--- src/rtl/assert_macros.svh ---
// Assertion helpers shared by the RTL. They compile away when SYNTH is defined.
`ifndef ASSERT_MACROS_SVH
`define ASSERT_MACROS_SVH

`ifndef SYNTH
// A property that must hold at every clock edge out of reset.
`define CTR_ASSERT(lbl, clk, rst_n, prop, msg) \
  lbl: assert property (@(posedge clk) disable iff (!rst_n) prop) else $error(msg);
// A condition that must never be true out of reset.
`define CTR_NEVER(lbl, clk, rst_n, cond, msg) \
  lbl: assert property (@(posedge clk) disable iff (!rst_n) !(cond)) else $error(msg);
`else
`define CTR_ASSERT(lbl, clk, rst_n, prop, msg)
`define CTR_NEVER(lbl, clk, rst_n, cond, msg)
`endif

`endif

--- src/rtl/ctr_pkg.sv ---
package ctr_pkg;

  // Result kinds.
  typedef enum logic [2:0] {
    RK_PAYLOAD = 3'd0,
    RK_FINAL   = 3'd1,
    RK_FLOW    = 3'd2,
    RK_TIMEOUT = 3'd3,
    RK_SEQ_ERR = 3'd4
  } res_kind_t;

  // Frame types in the upper nibble of the protocol control byte.
  localparam logic [3:0] PCI_SINGLE = 4'h0;
  localparam logic [3:0] PCI_FIRST  = 4'h1;
  localparam logic [3:0] PCI_CONSEC = 4'h2;

  // Configuration register indexes.
  localparam logic [1:0] CFG_RX_IDENT = 2'd0;
  localparam logic [1:0] CFG_TX_IDENT = 2'd1;
  localparam logic [1:0] CFG_TIMEOUT  = 2'd2;

  // Protocol constants.
  localparam logic [7:0]  FC_CTS         = 8'h30;
  localparam logic [2:0]  FC_BYTES       = 3'd3;
  localparam logic [2:0]  SF_MAX_LEN     = 3'd7;
  localparam logic [11:0] FF_MAX_BYTES   = 12'd6;
  localparam logic [11:0] CF_BYTES       = 12'd7;
  localparam logic [15:0] TIMEOUT_RESET  = 16'd250;
  localparam logic [15:0] GAP_MAX        = 16'hFFFF;
  localparam logic [3:0]  SEQ_START      = 4'd1;

  // Result queue geometry.
  localparam int QDEPTH = 4;
  localparam int QPTR_W = 2;
  localparam int QCNT_W = 3;

  // One result item.
  typedef struct packed {
    res_kind_t       kind;
    logic [6:0][7:0] pay;
    logic [2:0]      byte_count;
    logic [11:0]     message_length;
    logic [10:0]     dest_ident;
    logic            run_last;
  } result_t;

endpackage

--- src/rtl/can_transport_reassembler.sv ---
// Receive-side reassembler for segmented CAN transport messages. Each input item is a
// received frame or a one-millisecond tick; results come out one per cycle while
// out_stall is low, from a four-entry result queue, the first in the cycle after the item
// is accepted. An item is taken in every cycle while the queue holds at most two results,
// so single frames, consecutive frames and ticks run at one item per cycle, and a first
// frame yields a payload result and a flow-control request; for a stream of first frames
// the sustained rate is set by the output side draining one result per cycle.
// Configuration writes take effect at once.
`include "assert_macros.svh"

module can_transport_reassembler import ctr_pkg::*; (
  input  logic        clk,
  input  logic        rst_n,
  // Configuration port.
  input  logic        cfg_we,
  input  logic [1:0]  cfg_index,
  input  logic [15:0] cfg_data,
  // Input channel.
  input  logic        in_valid,
  output logic        in_stall,
  input  logic        in_kind,
  input  logic [10:0] in_can_ident,
  input  logic [7:0]  in_data0,
  input  logic [7:0]  in_data1,
  input  logic [7:0]  in_data2,
  input  logic [7:0]  in_data3,
  input  logic [7:0]  in_data4,
  input  logic [7:0]  in_data5,
  input  logic [7:0]  in_data6,
  input  logic [7:0]  in_data7,
  // Result channel.
  output logic        out_valid,
  input  logic        out_stall,
  output logic [2:0]  out_result_kind,
  output logic [7:0]  out_pay0,
  output logic [7:0]  out_pay1,
  output logic [7:0]  out_pay2,
  output logic [7:0]  out_pay3,
  output logic [7:0]  out_pay4,
  output logic [7:0]  out_pay5,
  output logic [7:0]  out_pay6,
  output logic [2:0]  out_byte_count,
  output logic [11:0] out_message_length,
  output logic [10:0] out_dest_ident,
  output logic        out_run_last
);

  // Configuration registers.
  logic [10:0] rx_ident_r;
  logic [10:0] tx_ident_r;
  logic [15:0] timeout_r;

  // Session state.
  logic        phase_r, phase_nxt;
  logic [3:0]  seq_r, seq_nxt;
  logic [11:0] rem_r, rem_nxt;
  logic [15:0] gap_r, gap_nxt;

  // Result queue.
  result_t           q_r [QDEPTH];
  logic [QPTR_W-1:0] rd_ptr_r, rd_ptr_nxt;
  logic [QPTR_W-1:0] wr_ptr_r, wr_ptr_nxt;
  logic [QCNT_W-1:0] count_r, count_nxt;

  logic              in_accept;
  logic              pop;
  logic              frame_hit;
  logic              ff_accept;
  logic [3:0]        pci_type;
  logic [3:0]        pci_low;
  logic [7:0]        d [8];
  logic [1:0]        n_res;
  logic [1:0]        push_n;
  result_t           res0, res1;
  logic [2:0]        sf_len;
  logic [11:0]       ff_len;
  logic [2:0]        ff_n;
  result_t           head;

  assign d[0] = in_data0;
  assign d[1] = in_data1;
  assign d[2] = in_data2;
  assign d[3] = in_data3;
  assign d[4] = in_data4;
  assign d[5] = in_data5;
  assign d[6] = in_data6;
  assign d[7] = in_data7;

  assign pci_type  = in_data0[7:4];
  assign pci_low   = in_data0[3:0];
  assign frame_hit = !in_kind && (in_can_ident == rx_ident_r);
  assign sf_len    = (pci_low > {1'b0, SF_MAX_LEN}) ? SF_MAX_LEN : pci_low[2:0];
  assign ff_len    = {pci_low, in_data1};
  assign ff_n      = (ff_len < FF_MAX_BYTES) ? ff_len[2:0] : FF_MAX_BYTES[2:0];

  // Handshake: room for two more results keeps the input open.
  assign in_stall  = (count_r > QCNT_W'(QDEPTH - 2));
  assign in_accept = in_valid && !in_stall;
  assign pop       = (count_r != '0) && !out_stall;
  assign ff_accept = in_accept && frame_hit && (pci_type == PCI_FIRST);

  // Decode one item into up to two results and the next session state.
  always_comb begin
    res0      = '0;
    res1      = '0;
    n_res     = 2'd0;
    phase_nxt = phase_r;
    seq_nxt   = seq_r;
    rem_nxt   = rem_r;
    gap_nxt   = gap_r;
    if (in_kind) begin
      if (gap_r != GAP_MAX) begin
        gap_nxt = gap_r + 16'd1;
      end
    end else if (frame_hit) begin
      case (pci_type)
        PCI_SINGLE: begin
          for (int i = 0; i < 7; i++) begin
            if (3'(i) < sf_len) res0.pay[i] = d[i+1];
          end
          res0.kind           = RK_FINAL;
          res0.byte_count     = sf_len;
          res0.message_length = {9'd0, sf_len};
          res0.run_last       = 1'b1;
          n_res     = 2'd1;
          phase_nxt = 1'b0;
          seq_nxt   = SEQ_START;
          rem_nxt   = '0;
        end
        PCI_FIRST: begin
          for (int i = 0; i < 6; i++) begin
            if (3'(i) < ff_n) res0.pay[i] = d[i+2];
          end
          res0.kind           = RK_PAYLOAD;
          res0.byte_count     = ff_n;
          res0.message_length = ff_len;
          res0.run_last       = 1'b0;
          res1.kind           = RK_FLOW;
          res1.pay[0]         = FC_CTS;
          res1.byte_count     = FC_BYTES;
          res1.message_length = ff_len;
          res1.dest_ident     = tx_ident_r;
          res1.run_last       = 1'b1;
          n_res     = 2'd2;
          phase_nxt = 1'b1;
          seq_nxt   = SEQ_START;
          rem_nxt   = ff_len - {9'd0, ff_n};
          gap_nxt   = '0;
        end
        PCI_CONSEC: begin
          if (phase_r) begin
            n_res         = 2'd1;
            res0.run_last = 1'b1;
            if (gap_r >= timeout_r) begin
              res0.kind = RK_TIMEOUT;
              phase_nxt = 1'b0;
              seq_nxt   = SEQ_START;
              rem_nxt   = '0;
            end else begin
              gap_nxt = '0;
              if (pci_low != seq_r) begin
                res0.kind = RK_SEQ_ERR;
                phase_nxt = 1'b0;
                seq_nxt   = SEQ_START;
                rem_nxt   = '0;
              end else if (rem_r <= CF_BYTES) begin
                for (int i = 0; i < 7; i++) begin
                  if (12'(i) < rem_r) res0.pay[i] = d[i+1];
                end
                res0.kind       = RK_FINAL;
                res0.byte_count = rem_r[2:0];
                phase_nxt = 1'b0;
                seq_nxt   = SEQ_START;
                rem_nxt   = '0;
              end else begin
                for (int i = 0; i < 7; i++) begin
                  res0.pay[i] = d[i+1];
                end
                res0.kind       = RK_PAYLOAD;
                res0.byte_count = CF_BYTES[2:0];
                rem_nxt = rem_r - CF_BYTES;
                seq_nxt = seq_r + 4'd1;
              end
            end
          end
        end
        default: begin
        end
      endcase
    end
  end

  // Queue pointer arithmetic.
  always_comb begin
    push_n     = in_accept ? n_res : 2'd0;
    wr_ptr_nxt = wr_ptr_r + QPTR_W'(push_n);
    rd_ptr_nxt = rd_ptr_r + QPTR_W'(pop);
    count_nxt  = count_r + QCNT_W'(push_n) - QCNT_W'(pop);
  end

  // Control state and configuration.
  always_ff @(posedge clk) begin
    if (!rst_n) begin
      rx_ident_r <= '0;
      tx_ident_r <= '0;
      timeout_r  <= TIMEOUT_RESET;
      phase_r    <= 1'b0;
      seq_r      <= SEQ_START;
      rem_r      <= '0;
      gap_r      <= '0;
      rd_ptr_r   <= '0;
      wr_ptr_r   <= '0;
      count_r    <= '0;
    end else begin
      if (cfg_we) begin
        case (cfg_index)
          CFG_RX_IDENT: rx_ident_r <= cfg_data[10:0];
          CFG_TX_IDENT: tx_ident_r <= cfg_data[10:0];
          CFG_TIMEOUT:  timeout_r  <= cfg_data;
          default: begin
          end
        endcase
      end
      if (in_accept) begin
        phase_r <= phase_nxt;
        seq_r   <= seq_nxt;
        rem_r   <= rem_nxt;
        gap_r   <= gap_nxt;
      end
      rd_ptr_r <= rd_ptr_nxt;
      wr_ptr_r <= wr_ptr_nxt;
      count_r  <= count_nxt;
    end
  end

  // Result storage; no reset needed for payload.
  always_ff @(posedge clk) begin
    if (push_n != 2'd0) begin
      q_r[wr_ptr_r] <= res0;
    end
    if (push_n == 2'd2) begin
      q_r[wr_ptr_r + QPTR_W'(1)] <= res1;
    end
  end

  // Head of the queue drives the result channel.
  assign head               = q_r[rd_ptr_r];
  assign out_valid          = (count_r != '0);
  assign out_result_kind    = head.kind;
  assign out_pay0           = head.pay[0];
  assign out_pay1           = head.pay[1];
  assign out_pay2           = head.pay[2];
  assign out_pay3           = head.pay[3];
  assign out_pay4           = head.pay[4];
  assign out_pay5           = head.pay[5];
  assign out_pay6           = head.pay[6];
  assign out_byte_count     = head.byte_count;
  assign out_message_length = head.message_length;
  assign out_dest_ident     = head.dest_ident;
  assign out_run_last       = head.run_last;

  // Checks on queue occupancy and session state.
  `CTR_NEVER(a_queue_bound, clk, rst_n, count_r > QCNT_W'(QDEPTH), "result queue overfilled")
  `CTR_NEVER(a_idle_clean, clk, rst_n, !phase_r && (rem_r != '0 || seq_r != SEQ_START), "idle with stale session state")
  `CTR_ASSERT(a_ff_arms, clk, rst_n, ff_accept |=> phase_r && gap_r == '0 && seq_r == SEQ_START, "first frame did not arm the session")
  `CTR_ASSERT(a_flow_shape, clk, rst_n, (out_valid && out_result_kind == RK_FLOW) |-> (out_run_last && out_byte_count == FC_BYTES), "malformed flow-control result")

endmodule
--- config.mk ---
export PLATFORM = sky130hd
export DESIGN_NAME = can_transport_reassembler
export DESIGN_NICKNAME = d
export VERILOG_FILES = /design/src/rtl/ctr_pkg.sv /design/src/rtl/can_transport_reassembler.sv
export VERILOG_INCLUDE_DIRS = /design/src /design/src/rtl
export SDC_FILE = /design/constraint.sdc
export NUM_CORES = 1
export LEC_CHECK = 0
export BUFFER_PORTS_ARGS = -buffer_cell sky130_fd_sc_hd__buf_4
export CAP_MARGIN = 15
export CORE_MARGIN = 1
export CORE_UTILIZATION = 42
export CTS_CLUSTER_SIZE = 40
export DETAILED_ROUTE_END_ITERATION = 12
export PLACE_DENSITY = 0.7
export SYNTH_ARGS = -nofsm -noshare
export SYNTH_HDL_FRONTEND = slang
export SYNTH_SLANG_ARGS = --single-unit
--- constraint.sdc ---
create_clock -name clk -period 5.8 [get_ports clk]
set_input_delay 1.16 -clock clk [delete_from_list [all_inputs] [get_ports clk]]
set_output_delay 1.16 -clock clk [all_outputs]
set_load 0.02 [all_outputs]
==> impl_metrics.py, run 1 <==
metrics = {
    "status": {
        "status": "finished, final reports clean",
    },
    "detailed_routing": {
        "drt_iter0_drc": 1389,
        "wirelength_mm": 58.00,
        "wl_met3_mm": 5.247,
        "drcViolationCount": 0,
        "met2_length_mm": 27.16,
        "dr_total_vias": 15685,
        "vias_per_cell": 6.003,
        "wl_met1_mm": 23.48,
        "wl_per_cell_um": 22.20,
        "dr.pass1.iters": 5,
        "ant_nets": 0,
        "highest_layer": "met5",
    },
    "timing": {
        "fin_skew_ns": 0.009405,
        "fin_crit_sh_pct": 77.44,
        "hold_viol": 0,
        "tightest_slew_ns": 1.154,
        "fin_setup_tns_ns": 0,
        "setup_violations": 0,
        "period_needed_ns": 4.492,
        "slew_viol_final": 0,
        "relSlewSlack_pct": 22.36,
        "rsz0062_at_grt": "false",
        "clock.fmax_ghz": 0.2226,
    },
    "cells_and_area": {
        "multi_input_area_um2": 9019,
        "fin_area_um2": 22590,
        "area_growth_pct": 17.79,
        "final_common_cell": "dfxtp_1",
        "layout_common_cells": "dfxtp_1, o21ai_0, nand2_1",
        "layout.cells.non_filler": 2613,
        "layout-drive-gt1-share_pct": 19.47,
        "seq_area_um2": 9617,
        "nets": 2111,
        "nFillCells": 3924,
    },
    "worst_setup_path": {
        "cp.required_ns": 6.25,
        "crit_path_max_fanout": 15,
        "rrSetupSlack_ns": 1.67,
        "crit_path_end_kind": "flip-flop",
        "r2r_end": "count_r[2]$_SDFF_PN0_",
        "r2r_start": "rx_ident_r[7]$_SDFFE_PN0P_",
        "startpoint_type": "input port",
        "endpoint": "count_r[2]$_SDFF_PN0_",
        "cp_data_arrival_time_ns": 4.94,
        "reg2reg_depth": 15,
        "critPathKind": "in2reg",
        "startpoint": "in_can_ident[7]",
    },
    "cts": {
        "cts_setup_buffers": 0,
        "numCtsBuffers": 43,
        "clk_path_buf_depth": 3,
        "cts-hold-fix-buffers": 0,
        "clkTransAtPathRegs_ns": 0.06,
        "cts_resized": 0,
        "cts_tree": "done",
        "clk_latency_ns": 0.56,
        "htree_levels": 2,
        "cts_root_buf": "clkbuf_16",
        "cts.sink_count": 422,
    },
    "die": {
        "io_pins": 187,
        "core_um2": 44610,
        "dieWidth_um": 215.7,
        "num_rows": 77,
        "dieHeight_um": 215.7,
        "start_util_pct": 42.99,
        "dieArea_um2": 46520,
    },
    "power_and_ir_drop": {
        "irDropWorstVdd_v": 0.0002119,
        "power_density_nw_per_um2": 300.0,
        "leakage_nw": 8.369,
    },
    "synthesis": {
        "seq_area_frac_synth_pct": 50.11,
        "ys_warn_count": 0,
        "synth_edf_count": 116,
        "yosys.cell_types.count": 74,
        "syn_area_per_cell_um2": 10.47,
        "netlist_instances": 1832,
        "async_reset_ff_share_pct": 0,
        "synthFlopType": "dfxtp_1",
        "synth_area_um2": 19180,
        "synth_seq_cells": 422,
        "synth_nets": 1959,
    },
    "placement": {
        "postPlaceCellArea_um2": 21140,
        "placed_cells": 2530,
        "gp_congestion": 0.9033,
        "portBuffers": 186,
        "hpwl_mm": 38.52,
    },
    "hold_path": {
        "min_path_type": "reg2reg",
    },
    "global_routing": {
        "grt_pass1_wl_mm": 89.27,
        "grt_pass1_vias": 15417,
        "track_usage_pct": 24.63,
        "globalRouteOverflowTotal": 0,
        "antenna_found_initial": 5,
        "grt_max_degree": 69,
    },
    "run": {
        "max_cap_violations": 0,
    },
}
worst min-delay path by stage:
stage          cells after the start                 endpoint                    start
2_1_floorplan                      2  q_r[1][26]$_SDFFE_PP0P_  q_r[1][26]$_SDFFE_PP0P_
3_3_place_gp                       2  q_r[2][37]$_SDFFE_PP0P_  q_r[2][37]$_SDFFE_PP0P_
4_1_cts                            2  q_r[2][42]$_SDFFE_PP0P_  q_r[2][42]$_SDFFE_PP0P_
5_1_grt                            2  q_r[1][38]$_SDFFE_PP0P_  q_r[1][38]$_SDFFE_PP0P_
3_5_place_dp                       2  q_r[1][78]$_SDFFE_PP0P_  q_r[1][78]$_SDFFE_PP0P_
6_report                           2  q_r[2][42]$_SDFFE_PP0P_  q_r[2][42]$_SDFFE_PP0P_
cell families (layout without fill, tap and decap cells):
group / Yosys count / count (layout) / share of synthesized area (%)
multiplexers: 111 / 111 / 11.40
AND/OR/NAND/NOR: 518 / 518 / 13.01
XOR/XNOR: 37 / 37 / 1.690
buffers and inverters: 152 / 338 / 3.079
flip-flops: 422 / 422 / 50.11
AO/OA/AOI/OAI: 563 / 563 / 18.82
adder cells (fa/ha/maj): 28 / 28 / 1.866
other: 1 / 4 / 0.01955
synth_stat cells (3+ instances only):
cell type	number	area (um2)
o21ai_0	224	1121
o21ai_1	11	55.05
nor4_1	13	81.33
ha_1	27	337.8
a31oi_1	7	43.79
a21oi_1	38	190.2
nand2_1	218	818.3
a21boi_0	15	112.6
nor3_1	15	75.07
buf_1	9	33.78
o22ai_1	15	93.84
o211ai_1	16	120.1
o2bb2ai_1	32	280.3
a22oi_1	129	968.4
dfxtp_1	306	6126
o21bai_1	3	22.52
clkbuf_1	78	292.8
a211oi_1	6	45.04
edfxtp_1	116	3483
or4_1	6	45.04
nor2_2	7	43.79
buf_2	15	75.07
mux2i_1	25	250.2
nand4_1	12	75.07
nand3_1	24	120.1
a21o_1	34	255.2
and2_1	59	369.1
o41ai_1	4	35.03
mux4_2	86	1937
xor2_1	12	105.1
nor2b_1	32	200.2
nand2b_1	8	50.05
o31ai_1	5	37.54
inv_1	49	183.9
and3_1	10	62.56
or3_1	8	50.05
nor2_1	87	326.6
xnor2_1	25	219.0
registers in the layout (all words and copies together), names as in the netlist:
register and flops:
q_r 344, wr_ptr_r 2, rd_ptr_r 2, timeout_r 16, tx_ident_r 11, rem_r 12, seq_r 4, gap_r 16
phase_r 1, count_r 3, rx_ident_r 11
area by class of cell:
| class | instances | share of cell area (%) |
|---|---|---|
| well taps | 592 | 3.279 |
| clock inverters | 21 | 0.9140 |
| repair buffers | 210 | 7.035 |
| flip-flops and latches | 422 | 42.57 |
| diodes | 3 | 0.03324 |
| multi-input cells | 1258 | 39.93 |
| inverters | 49 | 0.8143 |
| clock buffers | 58 | 5.423 |
power by group:
part           switching (W)  total, W  internal (W)
clock network        0.00116   0.00282       0.00166
logic               0.000381  0.000770      0.000389
registers           0.000147   0.00319       0.00304
total                0.00169   0.00678       0.00509
stage by stage:
stage               power [W]  hold WS (ns)  worst slack [ns]  utilization [%]
floorplan            0.003698        0.4198             1.402                -
detailed placement   0.004025        0.4395            0.7809            47.40
global route         0.006992        0.4710             1.091            50.64
CTS                  0.006817        0.4498             1.361            50.60
finish               0.006777        0.4481             1.308            50.64
global placement     0.004017        0.4286            0.9285            47.40
metal layers:
layer	GRT usage, %	vias up
met4	9.574	4
li1	-	7152
met2	39.52	759
met1	32.60	7641
met3	5.046	129
met5	0	-
critical path, cell delays in order:
cell and delay [ns]:
buf_4 0.12, xnor2_1 0.21, nand4_1 0.35, or3_1 0.74
nor2_1 0.18, buf_4 0.21, o21ai_0 0.27, or2_2 0.38
ha_1 0.27, inv_1 0.06, ha_1 0.14, inv_1 0.05
fa_1 0.37, xor2_1 0.16, xnor2_1 0.12, and2_1 0.15
Power figures use the tool's default switching activity.
==> run 2: changes to the inputs <==
--- a/config.mk
+++ b/config.mk
@@ -6,6 +6,7 @@
 export SDC_FILE = /design/constraint.sdc
 export NUM_CORES = 1
 export LEC_CHECK = 0
+export ABC_AREA = 1
 export BUFFER_PORTS_ARGS = -buffer_cell sky130_fd_sc_hd__buf_4
 export CAP_MARGIN = 15
 export CORE_MARGIN = 1
==> constraint.sdc (replaced) <==
create_clock -name clk -period 4.7 [get_ports clk]
set_input_delay 0.94 -clock clk [delete_from_list [all_inputs] [get_ports clk]]
set_output_delay 0.94 -clock clk [all_outputs]
set_load 0.02 [all_outputs]
==> impl_metrics.py, run 2 <==
metrics = {
    "die": {
        "num_rows": 81,
        "start_util_pct": 42.73,
        "io_pins": 187,
        "dieHeight_um": 225.6,
        "core_um2": 49150,
        "dieWidth_um": 225.6,
        "dieArea_um2": 50910,
    },
    "placement": {
        "placed_cells": 3546,
        "portBuffers": 186,
        "hpwl_mm": 44.19,
        "gp_congestion": 0.9265,
    },
    "synthesis": {
        "synthFlopType": "dfxtp_1",
        "ys_warn_count": 0,
        "synthSimpleGateAreaFrac_pct": 32.68,
        "seq_area_frac_synth_pct": 45.75,
        "async_reset_ff_share_pct": 0,
        "synth_nets": 2977,
        "synthAdderAreaFrac_pct": 1.704,
        "syn_area_per_cell_um2": 7.370,
        "yosys.area.top_type_share_pct": 29.17,
        "ys_top_cells_by_count": "nand3_1, nand2_1, nor2_1",
        "synth_edf_count": 116,
        "synth_xor_area_share_pct": 1.251,
        "synth_area_um2": 21000,
        "netlist_instances": 2850,
        "synth_top_area_cell": "dfxtp_1",
        "synth_top_family_by_area": "simple AND/OR/NAND/NOR gates",
        "yosys-top-cells-area": "dfxtp_1, edfxtp_1, nand3_1, nand2_1, nor2_1",
        "yosysMostFrequentCell": "nand3_1",
        "synth_seq_cells": 422,
        "synth_mux_area_share_pct": 0,
        "yosys.cell_types.count": 43,
        "synth_compound_area_share_pct": 11.72,
    },
    "hold_path": {
        "min_path_type": "reg2reg",
        "whs_endpoint": "timeout_r[13]$_SDFFE_PN0P_",
        "min-delay-start": "timeout_r[13]$_SDFFE_PN0P_",
        "hold_depth": 2,
    },
    "cts": {
        "cts.sink_count": 422,
        "numCtsBuffers": 44,
        "cts_setup_buffers": 0,
        "cts_resized": 0,
        "cts_tree": "done",
        "clkTransAtPathRegs_ns": 0.06,
        "clk_latency_ns": 0.57,
        "cts-hold-fix-buffers": 0,
        "htree_levels": 2,
        "clk_path_buf_depth": 3,
        "cts_root_buf": "clkbuf_16",
    },
    "worst_setup_path": {
        "cp.required_ns": 3.76,
        "critPathMostFrequentCell": "buf_4",
        "crit_path_max_incr_delay_ns": 0.84,
        "crit_path_end_kind": "primary output",
        "r2r_start": "rx_ident_r[2]$_SDFFE_PN0P_",
        "critPathSlowestCell": "dfxtp_2",
        "path_buf_inv": 2,
        "rrSetupSlack_ns": 1.42,
        "crit_path_max_fanout": 34,
        "r2r_end": "q_r[3][15]$_DFFE_PP_",
        "startpoint_type": "flip-flop",
        "reg2reg_depth": 10,
        "critPathKind": "reg2out",
        "cp_data_arrival_time_ns": 2.63,
        "path_delay_family": "flip-flops",
        "path_cells": "buf_4 -> o21ai_0 -> o22ai_1 -> buf_4",
        "cp_num_cells": 4,
    },
    "timing": {
        "rsz0062_at_grt": "false",
        "slew_viol_final": 0,
        "tightest_slew_ns": 1.053,
        "fin_skew_ns": 0.02097,
        "clock.fmax_ghz": 0.2802,
        "setup_violations": 0,
        "fin_setup_tns_ns": 0,
        "relSlewSlack_pct": 29.77,
        "fin_crit_sh_pct": 75.92,
        "period_needed_ns": 3.568,
        "hold_viol": 0,
    },
    "cells_and_area": {
        "reg_top3": "q_r (344), gap_r (16), timeout_r (16)",
        "layout-drive-gt1-share_pct": 11.72,
        "layout.cells.non_filler": 3629,
        "largest_reg_flops": 344,
        "nFillCells": 4731,
        "layout_common_cells": "nand3_1, nand2_1, nor2_1",
        "final_common_cell": "nand3_1",
        "nets": 3055,
        "regMostFlops": "q_r",
        "area_growth_pct": 15.47,
    },
    "power_and_ir_drop": {
        "irDropWorstVdd_v": 0.0003073,
        "p_comb_share_pct": 27.9,
        "p_sw_share_pct": 33.11,
        "p_switching_w": 0.003357,
        "leakage_nw": 10.65,
        "p_seq_share_pct": 37.4,
        "power.internal_w": 0.006783,
        "pwr-share-clk_pct": 34.7,
        "power_density_nw_per_um2": 418.1,
    },
    "detailed_routing": {
        "dr_total_vias": 20901,
        "vias_per_cell": 5.759,
        "ant_nets": 0,
        "wl_per_cell_um": 19.39,
        "drt_iter0_drc": 2512,
        "drcViolationCount": 0,
        "wirelength_mm": 70.35,
        "dr.pass1.iters": 6,
    },
    "global_routing": {
        "antenna_found_initial": 5,
        "globalRouteOverflowTotal": 0,
        "grt_pass1_wl_mm": 107.9,
        "grt_pass1_vias": 19659,
        "grt_max_degree": 98,
        "track_usage_pct": 26.91,
    },
    "status": {
        "status": "finished, final reports clean",
    },
    "run": {
        "max_cap_violations": 0,
    },
}
==> run 2: worst max-delay path by stage <==
stage                                 from                    end
detailed placement         in_can_ident[2]    q_r[3][5]$_DFFE_PP_
finish              rd_ptr_r[1]$_SDFF_PN0_            out_pay0[6]
CTS                 rd_ptr_r[0]$_SDFF_PN0_  out_message_length[2]
global route        rd_ptr_r[0]$_SDFF_PN0_            out_pay0[3]
floorplan                      in_data0[7]    q_r[3][0]$_DFFE_PP_
global placement           in_can_ident[2]    q_r[3][5]$_DFFE_PP_
==> run 2: final cells by class <==
cell class	instances	area (um2)	area share, %
antenna	3	7.507	0.03095
clock buffer	60	1231	5.076
clock inverter	20	221.5	0.9131
inverter	149	568.0	2.342
multi-input combinational	2082	9986	41.17
sequential	422	9614	39.64
tap	664	830.8	3.426
timing repair buffer	229	1794	7.398
==> run 2: layer usage <==
| metal | track usage (%) | vias to the layer above | part of all wire [%] |
|---|---|---|---|
| met5 | 0 | - | 0.041 |
| met3 | 4.320 | 175 | 9.2 |
| met1 | 35.13 | 9821 | 40 |
| met4 | 10.86 | 4 | 3.3 |
| met2 | 44.32 | 1082 | 47 |
| li1 | - | 9819 | - |
==> run 2: cells by family after synthesis <==
logic type / count (synthesis)
fa+ha+maj: 28
simple gates: 1571
flops: 422
xor+xnor: 30
other cells: 1
buf+inv: 346
compound gates: 452
==> run 2: per-stage QoR <==
step	hold slack (ns)	util [%]	setup WS [ns]	power, W	cell area [um2]
final	0.4650	49.34	1.132	0.01014	24250
after global routing	0.4805	49.34	1.055	0.01053	24250
after CTS	0.4686	49.33	1.178	0.01017	24250
after detailed placement	0.4580	46.37	0.7381	0.006684	22790
after global placement	0.4524	46.37	0.8598	0.006664	22790
after floorplan	0.4353	-	1.488	0.005517	21000
==> run 2: worst reg2reg max path, delay by kind of cell (launching register included) <==
kind,cells,cell delay [ns]
and+or+nand+nor,8,1.96
buffers and inverters,2,0.75
DFF,1,0.33
==> run 2: power groups by stage <==
stage	sequential [W]	combinational, W	clock [W]
floorplan	0.00384	0.00167	0
finish	0.00379	0.00283	0.00352
global route	0.00379	0.00304	0.00369
detailed placement	0.00387	0.00281	0
CTS	0.00379	0.00283	0.00355
global placement	0.00387	0.00280	0
